### src/hw/rtl/b64e_pkg.sv
// Package for the line-wrapped base64 encoder: job descriptor types, character
// constants and the alphabet lookup. No dependencies.
package b64e_pkg;

    localparam int unsigned QDEPTH_DEF = 4;
    localparam int unsigned QPL_RESET  = 18;
    localparam int unsigned APB_AW     = 3;

    localparam logic [7:0] CHAR_CR  = 8'd13;
    localparam logic [7:0] CHAR_LF  = 8'd10;
    localparam logic [7:0] CHAR_PAD = 8'd61;

    // register index, taken from paddr[2]
    localparam logic REG_QPL = 1'b0;

    typedef enum logic [1:0] {
        PH_EMPTY,
        PH_ONE,
        PH_TWO
    } t_phase;

    typedef enum logic [1:0] {
        QK_NONE,
        QK_FULL,
        QK_PAD1,
        QK_PAD2
    } t_quad;

    // one queued burst of characters: optional quad, optional CR LF
    typedef struct packed {
        logic [7:0] b0;
        logic [7:0] b1;
        logic [7:0] b2;
        t_quad      quad;
        logic       crlf;
    } t_job;

    function automatic logic [7:0] b64_char(input logic [5:0] v);
        logic [7:0] c;
        if (v < 6'd26) begin
            c = 8'd65 + {2'b00, v};
        end else if (v < 6'd52) begin
            c = 8'd71 + {2'b00, v};          // 'a' - 26
        end else if (v < 6'd62) begin
            c = {2'b00, v} - 8'd4;           // '0' - 52
        end else if (v == 6'd62) begin
            c = 8'd43;                       // '+'
        end else begin
            c = 8'd47;                       // '/'
        end
        return c;
    endfunction

endpackage

### src/hw/rtl/b64e_in_if.sv
// Input channel of the base64 encoder: one raw byte or a finish command per word.
// No dependencies.
interface b64e_in_if;
    logic       valid;
    logic       ready;
    logic       command;
    logic [7:0] data_byte;

    modport source (output valid, output command, output data_byte, input ready);
    modport sink   (input valid, input command, input data_byte, output ready);
endinterface

### src/hw/rtl/b64e_out_if.sv
// Output channel of the base64 encoder: one ASCII character per word.
// No dependencies.
interface b64e_out_if;
    logic       valid;
    logic       ready;
    logic [7:0] out_char;
    logic       last_char;

    modport source (output valid, output out_char, output last_char, input ready);
    modport sink   (input valid, input out_char, input last_char, output ready);
endinterface

### src/hw/rtl/base64_line_wrapped_encoder.sv
// Line-wrapped base64 encoder, top level. A word that completes a triple or
// finishes goes into the job queue, then through the back end's character
// register. Throughput: one input word per cycle while the job queue has room;
// output one character per cycle while a job waits and the sink is ready.
// Reset (synchronous, active low) empties the queue and restores 18 quads per line.
module base64_line_wrapped_encoder
    import b64e_pkg::*;
#(
    parameter int unsigned QDEPTH = QDEPTH_DEF
) (
    input  logic              i_clk,
    input  logic              i_rst_n,
    b64e_in_if.sink           i_in,
    b64e_out_if.source        o_out,
    input  logic              psel,
    input  logic              penable,
    input  logic              pwrite,
    input  logic [APB_AW-1:0] paddr,
    input  logic [31:0]       pwdata,
    output logic [31:0]       prdata,
    output logic              pready
);

    logic [7:0] r_qpl;
    logic       w_push, w_full, w_pop, w_empty;
    t_job       w_job_in, w_job_out;

    assign pready = 1'b1;
    assign prdata = (paddr[2] == REG_QPL) ? {24'd0, r_qpl} : 32'd0;

    always_ff @(posedge i_clk) begin
        if (!i_rst_n) begin
            r_qpl <= 8'(QPL_RESET);
        end else if (psel && penable && pwrite && paddr[2] == REG_QPL) begin
            r_qpl <= pwdata[7:0];
        end
    end

    b64e_front u_front (
        .i_clk       (i_clk),
        .i_rst_n     (i_rst_n),
        .i_valid     (i_in.valid),
        .o_ready     (i_in.ready),
        .i_command   (i_in.command),
        .i_data_byte (i_in.data_byte),
        .i_qpl       (r_qpl),
        .i_full      (w_full),
        .o_push      (w_push),
        .o_job       (w_job_in)
    );

    b64e_fifo #(.DEPTH(QDEPTH)) u_fifo (
        .i_clk   (i_clk),
        .i_rst_n (i_rst_n),
        .i_push  (w_push),
        .i_data  (w_job_in),
        .o_full  (w_full),
        .i_pop   (w_pop),
        .o_data  (w_job_out),
        .o_empty (w_empty)
    );

    b64e_back u_back (
        .i_clk       (i_clk),
        .i_rst_n     (i_rst_n),
        .i_job       (w_job_out),
        .i_empty     (w_empty),
        .o_pop       (w_pop),
        .o_valid     (o_out.valid),
        .i_ready     (o_out.ready),
        .o_out_char  (o_out.out_char),
        .o_last_char (o_out.last_char)
    );

endmodule

### src/hw/rtl/b64e_front.sv
// Front end: accepts input words, holds the partial triple, tracks the line
// count and queues a job per completed triple or finish. Uses b64e_pkg.
module b64e_front
    import b64e_pkg::*;
(
    input  logic       i_clk,
    input  logic       i_rst_n,
    input  logic       i_valid,
    output logic       o_ready,
    input  logic       i_command,
    input  logic [7:0] i_data_byte,
    input  logic [7:0] i_qpl,
    input  logic       i_full,
    output logic       o_push,
    output t_job       o_job
);

    t_phase     r_phase, n_phase;
    logic [7:0] r_first, r_second;
    logic [7:0] r_line, n_line;
    logic       w_accept;
    logic [8:0] w_next;
    logic       w_wrap;

    assign o_ready  = !i_full;
    assign w_accept = i_valid && !i_full;
    assign w_next   = {1'b0, r_line} + 9'd1;
    assign w_wrap   = w_next >= {1'b0, i_qpl};

    // next phase and line count
    always_comb begin
        n_phase = r_phase;
        n_line  = r_line;
        if (w_accept) begin
            if (i_command) begin
                n_phase = PH_EMPTY;
                n_line  = 8'd0;
            end else begin
                unique case (r_phase)
                    PH_ONE: n_phase = PH_TWO;
                    PH_TWO: begin
                        n_phase = PH_EMPTY;
                        n_line  = w_wrap ? 8'd0 : w_next[7:0];
                    end
                    default: n_phase = PH_ONE;
                endcase
            end
        end
    end

    // job build
    always_comb begin
        o_push    = 1'b0;
        o_job.b0  = r_first;
        o_job.b1  = r_second;
        o_job.b2  = i_data_byte;
        o_job.quad = QK_NONE;
        o_job.crlf = 1'b1;
        if (i_command) begin
            o_push   = w_accept;
            o_job.b2 = 8'd0;
            unique case (r_phase)
                PH_ONE: begin
                    o_job.quad = QK_PAD2;
                    o_job.b1   = 8'd0;
                end
                PH_TWO:  o_job.quad = QK_PAD1;
                default: o_job.quad = QK_NONE;
            endcase
        end else begin
            o_push     = w_accept && (r_phase == PH_TWO);
            o_job.quad = QK_FULL;
            o_job.crlf = w_wrap;
        end
    end

    always_ff @(posedge i_clk) begin
        if (!i_rst_n) begin
            r_phase <= PH_EMPTY;
            r_line  <= 8'd0;
        end else begin
            r_phase <= n_phase;
            r_line  <= n_line;
        end
    end

    always_ff @(posedge i_clk) begin
        if (!i_rst_n) begin
            r_first  <= 8'd0;
            r_second <= 8'd0;
        end else if (w_accept && !i_command) begin
            if (r_phase == PH_ONE) begin
                r_second <= i_data_byte;
            end else if (r_phase != PH_TWO) begin
                r_first <= i_data_byte;
            end
        end
    end

endmodule

### src/hw/rtl/b64e_fifo.sv
// Job queue between front and back end, register based, first word fall-through.
// Uses b64e_pkg.
module b64e_fifo
    import b64e_pkg::*;
#(
    parameter int unsigned DEPTH = QDEPTH_DEF
) (
    input  logic i_clk,
    input  logic i_rst_n,
    input  logic i_push,
    input  t_job i_data,
    output logic o_full,
    input  logic i_pop,
    output t_job o_data,
    output logic o_empty
);

    localparam int unsigned PW = (DEPTH > 1) ? $clog2(DEPTH) : 1;
    localparam int unsigned CW = $clog2(DEPTH + 1);
    localparam logic [PW-1:0] LAST_PTR = PW'(DEPTH - 1);

    t_job          r_mem [DEPTH];
    logic [PW-1:0] r_wptr, r_rptr;
    logic [CW-1:0] r_count;
    logic          w_wr, w_rd;

    assign o_full  = r_count == CW'(DEPTH);
    assign o_empty = r_count == '0;
    assign o_data  = r_mem[r_rptr];
    assign w_wr    = i_push && !o_full;
    assign w_rd    = i_pop && !o_empty;

    always_ff @(posedge i_clk) begin
        if (w_wr) begin
            r_mem[r_wptr] <= i_data;
        end
    end

    always_ff @(posedge i_clk) begin
        if (!i_rst_n) begin
            r_wptr  <= '0;
            r_rptr  <= '0;
            r_count <= '0;
        end else begin
            if (w_wr) begin
                r_wptr <= (r_wptr == LAST_PTR) ? '0 : r_wptr + 1'b1;
            end
            if (w_rd) begin
                r_rptr <= (r_rptr == LAST_PTR) ? '0 : r_rptr + 1'b1;
            end
            if (w_wr && !w_rd) begin
                r_count <= r_count + 1'b1;
            end else if (w_rd && !w_wr) begin
                r_count <= r_count - 1'b1;
            end
        end
    end

endmodule

### src/hw/rtl/b64e_back.sv
// Back end: walks the job at the queue head into the output register, one
// character per cycle while that register is empty or taken. Uses b64e_pkg.
module b64e_back
    import b64e_pkg::*;
(
    input  logic       i_clk,
    input  logic       i_rst_n,
    input  t_job       i_job,
    input  logic       i_empty,
    output logic       o_pop,
    output logic       o_valid,
    input  logic       i_ready,
    output logic [7:0] o_out_char,
    output logic       o_last_char
);

    logic [2:0] r_pos;
    logic       r_valid;
    logic [7:0] r_char;
    logic       r_last;
    logic       w_adv, w_emit;
    logic [2:0] w_eff, w_end;
    logic       w_last;
    logic [7:0] w_char;
    logic [5:0] w_s0, w_s1, w_s2, w_s3;

    assign w_adv  = !r_valid || i_ready;
    assign w_emit = w_adv && !i_empty;
    // jobs without a quad start at the CR slot
    assign w_eff  = (i_job.quad == QK_NONE) ? r_pos + 3'd4 : r_pos;
    assign w_end  = i_job.crlf ? 3'd5 : 3'd3;
    assign w_last = w_eff == w_end;
    assign o_pop  = w_emit && w_last;

    assign w_s0 = i_job.b0[7:2];
    assign w_s1 = {i_job.b0[1:0], i_job.b1[7:4]};
    assign w_s2 = {i_job.b1[3:0], i_job.b2[7:6]};
    assign w_s3 = i_job.b2[5:0];

    always_comb begin
        unique case (w_eff)
            3'd0: w_char = b64_char(w_s0);
            3'd1: w_char = b64_char(w_s1);
            3'd2: w_char = (i_job.quad == QK_PAD2) ? CHAR_PAD : b64_char(w_s2);
            3'd3: w_char = (i_job.quad == QK_FULL) ? b64_char(w_s3) : CHAR_PAD;
            3'd4: w_char = CHAR_CR;
            default: w_char = CHAR_LF;
        endcase
    end

    always_ff @(posedge i_clk) begin
        if (!i_rst_n) begin
            r_valid <= 1'b0;
            r_pos   <= 3'd0;
        end else if (w_emit) begin
            r_valid <= 1'b1;
            r_pos   <= w_last ? 3'd0 : r_pos + 3'd1;
        end else if (w_adv) begin
            r_valid <= 1'b0;
        end
    end

    always_ff @(posedge i_clk) begin
        if (w_emit) begin
            r_char <= w_char;
            r_last <= w_last;
        end
    end

    assign o_valid     = r_valid;
    assign o_out_char  = r_char;
    assign o_last_char = r_last;

endmodule
### src/flat_wrapper.sv
// flat-port wrapper written by rule: the top's interface ports become plain ports
module base64_line_wrapped_encoder_flat import b64e_pkg::*;
#(
    parameter int unsigned QDEPTH = QDEPTH_DEF
)
  (i_clk, i_rst_n, psel, penable, pwrite, paddr, pwdata, prdata, pready, i_in_valid, i_in_command, i_in_data_byte, i_in_ready, o_out_valid, o_out_out_char, o_out_last_char, o_out_ready);
  b64e_in_if i_in_i ();
  b64e_out_if o_out_i ();
  input  logic i_clk;
  input  logic i_rst_n;
  input  logic psel;
  input  logic penable;
  input  logic pwrite;
  input  logic [APB_AW-1:0] paddr;
  input  logic [31:0] pwdata;
  output logic [31:0] prdata;
  output logic pready;
  input wire logic [$bits(i_in_i.valid)-1:0] i_in_valid;
  input wire logic [$bits(i_in_i.command)-1:0] i_in_command;
  input wire logic [$bits(i_in_i.data_byte)-1:0] i_in_data_byte;
  output wire logic [$bits(i_in_i.ready)-1:0] i_in_ready;
  output wire logic [$bits(o_out_i.valid)-1:0] o_out_valid;
  output wire logic [$bits(o_out_i.out_char)-1:0] o_out_out_char;
  output wire logic [$bits(o_out_i.last_char)-1:0] o_out_last_char;
  input wire logic [$bits(o_out_i.ready)-1:0] o_out_ready;
  assign i_in_i.valid = i_in_valid;
  assign i_in_i.command = i_in_command;
  assign i_in_i.data_byte = i_in_data_byte;
  assign i_in_ready = i_in_i.ready;
  assign o_out_valid = o_out_i.valid;
  assign o_out_out_char = o_out_i.out_char;
  assign o_out_last_char = o_out_i.last_char;
  assign o_out_i.ready = o_out_ready;
  base64_line_wrapped_encoder #(.QDEPTH(QDEPTH)) u_core (.i_clk(i_clk), .i_rst_n(i_rst_n), .i_in(i_in_i), .o_out(o_out_i), .psel(psel), .penable(penable), .pwrite(pwrite), .paddr(paddr), .pwdata(pwdata), .prdata(prdata), .pready(pready));
endmodule
### config.mk
export PLATFORM = sky130hd
export DESIGN_NAME = base64_line_wrapped_encoder_flat
export DESIGN_NICKNAME = d
export VERILOG_FILES = /design/src/hw/rtl/b64e_pkg.sv /design/src/hw/rtl/b64e_in_if.sv /design/src/hw/rtl/b64e_out_if.sv /design/src/hw/rtl/base64_line_wrapped_encoder.sv /design/src/hw/rtl/b64e_front.sv /design/src/hw/rtl/b64e_fifo.sv /design/src/hw/rtl/b64e_back.sv /design/src/flat_wrapper.sv
export SDC_FILE = /design/constraint.sdc
export NUM_CORES = 1
export LEC_CHECK = 0
export ABC_AREA = 1
export ABC_CLOCK_PERIOD_IN_PS = 5200
export BUFFER_PORTS_ARGS = -buffer_cell sky130_fd_sc_hd__buf_2
export CAP_MARGIN = 20
export CORE_UTILIZATION = 35
export CTS_CLUSTER_DIAMETER = 120
export DETAILED_ROUTE_END_ITERATION = 7
export PLACE_DENSITY_LB_ADDON = 0.12
export SLEW_MARGIN = 20
export SYNTH_ARGS = -nofsm -noshare
export SYNTH_HDL_FRONTEND = slang
export SYNTH_SLANG_ARGS = --single-unit
export TNS_END_PERCENT = 100
### constraint.sdc
create_clock -name i_clk -period 5.2 [get_ports i_clk]
set_input_delay 0.52 -clock i_clk [delete_from_list [all_inputs] [get_ports i_clk]]
set_output_delay 0.52 -clock i_clk [all_outputs]
set_load 0.05 [all_outputs]
==> results summary <==
The buffer levels on the longest clock path came out at 2. The complex-gate fraction of the synthesized area came out at under 10%. The half-perimeter wire length after placement is 14920 um. The top fanout value on the critical path came out at 34. The cell count after synthesis came out at about 1100. The area of the multi-input gates came out at a little under 4000 sq um. The clock tree root buffer cell is sky130_fd_sc_hd__clkbuf_16. In this run the static leakage power is about 4.4 nW. TritonCTS built the clock tree. The path with the worst hold slack has its endpoint at u_core.r_qpl[1]$_SDFFE_PN1P_. The worst-case clock skew came out at around 0.023 ns. For this run, design rule violations remaining after detail routing come to 0.

The placement row count is between 50 and 60. Setup violations remaining at the end of the flow were counted as 0. The post-synthesis area per instance is between 8 and 9 sq um.

The post-layout net count is roughly 1200. The final cell utilization of the core is roughly 40%. The ratio of cells with drive above 1 in the final layout is a little over an eighth. The final weighted congestion in routability-driven placement came out at 0.8446.

The count of nets left with antenna violations after detail routing is 0. The number of buffers inserted during clock tree synthesis came out at 17. The maximum cell stage delay along the critical path is around 0.74 ns. The final worst-path cycle share came out at about two thirds. Of the post-synthesis cell area, the part taken by muxes is 0%. The xor/xnor share of the synthesized area came out at under 10%. The category of the critical setup timing path is flip-flop to flip-flop. The critical path contains buffers and inverters numbering 3 combined. The area enclosed by the die boundary is ~27000 sq um. The basic-gate share of the synthesized area counting and, or, nand and nor cells came out at 26.81%.

The area of the core is around 26000 sq um. The initial utilization of the core area, before any placement, comes to 35.49%. The nature of the critical path endpoint is a flip-flop.

The depth of the worst hold-timing path is 3. The largest net degree at the start of global routing is 55. The number of synthesized flops with an enable pin came out at roughly 120.

The max-slew violation count is 0. The largest family of logic cells by synthesized area is simple AND/OR/NAND/NOR gates. The tool flagged a number of max-cap violations equal to 0. The final design area excluding fillers came out at around 10000 sq um. By area the synthesized netlist is led by sky130_fd_sc_hd__edfxtp_1, sky130_fd_sc_hd__nand2_1, sky130_fd_sc_hd__dfxtp_1, sky130_fd_sc_hd__ha_1, sky130_fd_sc_hd__nand3_1. The layout-stage area growth over the synthesis result came out at 11.38%. The H-tree depth reported by CTS came out at 4. The share of async-settable or async-resettable flops after synthesis came out at 0%. The number of antenna diodes in the final layout is 0. Timing would allow up to 0.2953 GHz. The detailed router finished its first iteration with about 470 violations. The initial antenna violation count is 0. The endpoint identified for the worst register-to-register timing path is u_core.u_fifo.r_count[2]$_SDFFE_PN0P_. The required time of the critical path is roughly 5.5 ns. The placed cell count came out at 1460.

The post-synthesis instance area is between 9000 and 10000 sq um. The total chip power came out at roughly 3.8 mW. In the final routed layout, each cell accounts on average for 14.58 um. The slew of the pin with the lowest slew margin came out at 0.7815 ns.

The register area is 4456 sq um. Buffers added to address setup during post-CTS repair amount to 0. The number of vias per cell after detailed routing came out at 4.672. The via count of the first global-routing pass is ~6300. The biggest area contributor in the post-synthesis netlist is sky130_fd_sc_hd__edfxtp_1. STA classifies the critical path startpoint as a flip-flop.

The worst-case IR drop observed on VDD is roughly 0.00019 V. The path class of the tightest hold or removal check is input port to flip-flop. The time the final worst path needs with I/O delays and setup is ~3.4 ns.

The die is about 160 um wide. The sequential element share of the synthesized area is 48.30%. The fill cell total of the finished layout came out at ~2700. The count of cell types in the netlist is 43.

The top flip-flop cell by instance count after synthesis is sky130_fd_sc_hd__edfxtp_1. The total iterations of the first detailed-routing run came out at 5. The arrival time reported for the critical path endpoint is approximately 3.7 ns. The commonest cells after synthesis are sky130_fd_sc_hd__nand2_1, sky130_fd_sc_hd__inv_1, sky130_fd_sc_hd__edfxtp_1. The first-pass GRT wire length is between 30000 and 40000 um. In this run the power density over the cells is approximately 370 nW/um^2. Walking the worst path, the cells encountered are buf_4 > nand2_1 > nand3_1 > nand2_2 > nand2_1 > nand2_2 > nand2_4 > o21ai_2 > nand3_4 > nor2_4 > inv_2 > ha_1 > inv_1 > fa_1 > a21oi_1 > o21ai_0 > o21ai_0 > a21oi_1. The post-synthesis adder-cell area fraction is between 5 and 6%.

Once the clock tree was built, the resizer swapped 0 gates to a different size. The post-synthesis register bit count is between 150 and 200. The quantity of hold-fixing buffers added after cts is 0.

The via count of the routed design came out at around 7000. The register-to-register setup slack is about 1.8 ns. The relative slew slack is between 40 and 50%. The number of standard cells in the layout, taps in and fillers out is ~1500.

The Yosys step of the flow raised 0 warnings. Summing all placed instances gives a cell area of just under 10000 sq um. The flow ran to the end, and the final reports show no timing, DRC or antenna violations.

Clock-pin slew was measured on the worst setup and hold paths at roughly 0.07 ns. The overall track demand over capacity in global routing came out at between 10% and 20%. The clock network latency to the later pin of the worst-skew pair came out at about 0.44 ns. The total grt overflow came out at 0. The die is around 160 um tall. For the worst flop-to-flop path, the logic depth is 18. The setup total negative slack is 0 ns.

The most common cell in the synthesized netlist is sky130_fd_sc_hd__nand2_1. The master of the slowest instance on the critical path is sky130_fd_sc_hd__dfxtp_2. The clock sink total came out at about 160. Setup repair after global routing left no endpoint under its margin. Summed over all layers, the routed wires come to roughly 22000 um. The total count of hold-check failures in the final report is 0. The worst hold path begins at pwdata[1]. The family of cells with the greatest summed delay on the critical path is simple AND/OR/NAND/NOR gates. The number of input and output port buffers inserted is 43. For this design the top-level I/O count stands at 95. The top cell type by area accounts for a little under two fifths of the synthesized area.
-- routing by layer --
layer  GRT usage (%)  vias up  routed length [um]
met3           3.359       17                 707
met1           24.90     3178               11210
met5               0        -                   0
li1                -     3642                   -
met2           25.62      134                9528
met4           4.419        0                 303
-- area by class of cell --
| cell class | count | area share, % |
|---|---|---|
| clock buffers | 17 | 4.142 |
| multi-input cells | 772 | 38.58 |
| inverters | 137 | 5.080 |
| flip-flops and latches | 164 | 43.38 |
| repair buffers | 52 | 2.753 |
| well taps | 335 | 4.081 |
| clock inverters | 15 | 1.986 |
-- placed cells by master, fill, tap and decap left out, types with 8 or more instances in the layout --
cell type | Yosys | routed
sky130_fd_sc_hd__nand3_1 | 101 | 101
sky130_fd_sc_hd__clkbuf_16 | 0 | 17
sky130_fd_sc_hd__nor2_1 | 77 | 73
sky130_fd_sc_hd__conb_1 | 2 | 25
sky130_fd_sc_hd__ha_1 | 41 | 41
sky130_fd_sc_hd__o21ai_0 | 50 | 50
sky130_fd_sc_hd__edfxtp_1 | 117 | 117
sky130_fd_sc_hd__nand2_1 | 310 | 310
sky130_fd_sc_hd__a21oi_1 | 59 | 59
sky130_fd_sc_hd__xor2_1 | 9 | 9
sky130_fd_sc_hd__buf_2 | 5 | 43
sky130_fd_sc_hd__inv_1 | 122 | 122
sky130_fd_sc_hd__nor2_2 | 4 | 8
sky130_fd_sc_hd__inv_2 | 11 | 11
sky130_fd_sc_hd__buf_4 | 32 | 9
sky130_fd_sc_hd__nand2_2 | 30 | 30
sky130_fd_sc_hd__dfxtp_1 | 47 | 46
sky130_fd_sc_hd__nand4_1 | 13 | 13
sky130_fd_sc_hd__o211ai_1 | 11 | 11
-- per-stage QoR --
| stage | setup slack (ns) | hold WS, ns |
|---|---|---|
| after CTS | 1.770 | 0.2990 |
| final | 1.813 | 0.3147 |
| after floorplan | 2.188 | 0.4294 |
| after global placement | 1.816 | 0.4435 |
| after detailed placement | 1.784 | 0.4506 |
| after global routing | 1.448 | 0.3098 |
-- worst max path at each step --
stage | to | slack, ns | depth (start not counted)
global route | u_core.u_fifo.r_count[2]$_SDFFE_PN0P_ | 1.45 | 18
global placement | u_core.u_fifo.r_count[2]$_SDFFE_PN0P_ | 1.82 | 18
detailed placement | u_core.u_fifo.r_count[2]$_SDFFE_PN0P_ | 1.78 | 18
floorplan | u_core.u_fifo.r_mem[0][0]$_DFFE_PP_ | 2.19 | 7
CTS | u_core.u_fifo.r_count[2]$_SDFFE_PN0P_ | 1.77 | 18
finish | u_core.u_fifo.r_count[2]$_SDFFE_PN0P_ | 1.81 | 18
-- power breakdown --
group	internal (mW)	switching, mW
combinational	0.254	0.668
clock	0.703	0.615
sequential	1.49	0.0344
-- worst register-to-register path: stages, from the launching register on --
cell	delay (ns)
sky130_fd_sc_hd__dfxtp_2	0.74
sky130_fd_sc_hd__buf_4	0.48
sky130_fd_sc_hd__nand2_1	0.11
sky130_fd_sc_hd__nand3_1	0.14
sky130_fd_sc_hd__nand2_2	0.09
sky130_fd_sc_hd__nand2_1	0.08
sky130_fd_sc_hd__nand2_2	0.06
sky130_fd_sc_hd__nand2_4	0.14
sky130_fd_sc_hd__o21ai_2	0.09
sky130_fd_sc_hd__nand3_4	0.10
sky130_fd_sc_hd__nor2_4	0.05
sky130_fd_sc_hd__inv_2	0.08
sky130_fd_sc_hd__ha_1	0.14
sky130_fd_sc_hd__inv_1	0.07
sky130_fd_sc_hd__fa_1	0.43
sky130_fd_sc_hd__a21oi_1	0.14
sky130_fd_sc_hd__o21ai_0	0.11
sky130_fd_sc_hd__o21ai_0	0.16
sky130_fd_sc_hd__a21oi_1	0.05
-- flip-flops by register name, summed over array words and instances, names as in the netlist, named ones only --
| register | cells |
|---|---|
| u_core.u_back.o_valid | 1 |
| u_core.u_back.r_pos | 3 |
| u_core.u_fifo.r_mem | 108 |
| u_core.u_fifo.r_rptr | 2 |
| u_core.u_front.r_second | 8 |
| u_core.u_fifo.r_wptr | 2 |
| u_core.r_qpl | 8 |
| u_core.u_front.r_phase | 2 |
| u_core.u_back.o_last_char | 1 |
| u_core.u_fifo.r_count | 3 |
| u_core.u_back.o_out_char | 8 |
| u_core.u_front.r_line | 8 |
| u_core.u_front.r_first | 8 |
-- kinds of logic after synthesis --
group,Yosys count
simple gates,557
buf+inv,192
flops,164
compound gates,133
fa+ha+maj,42
xor+xnor,15
other cells,2
Power figures use the tool's default switching activity.
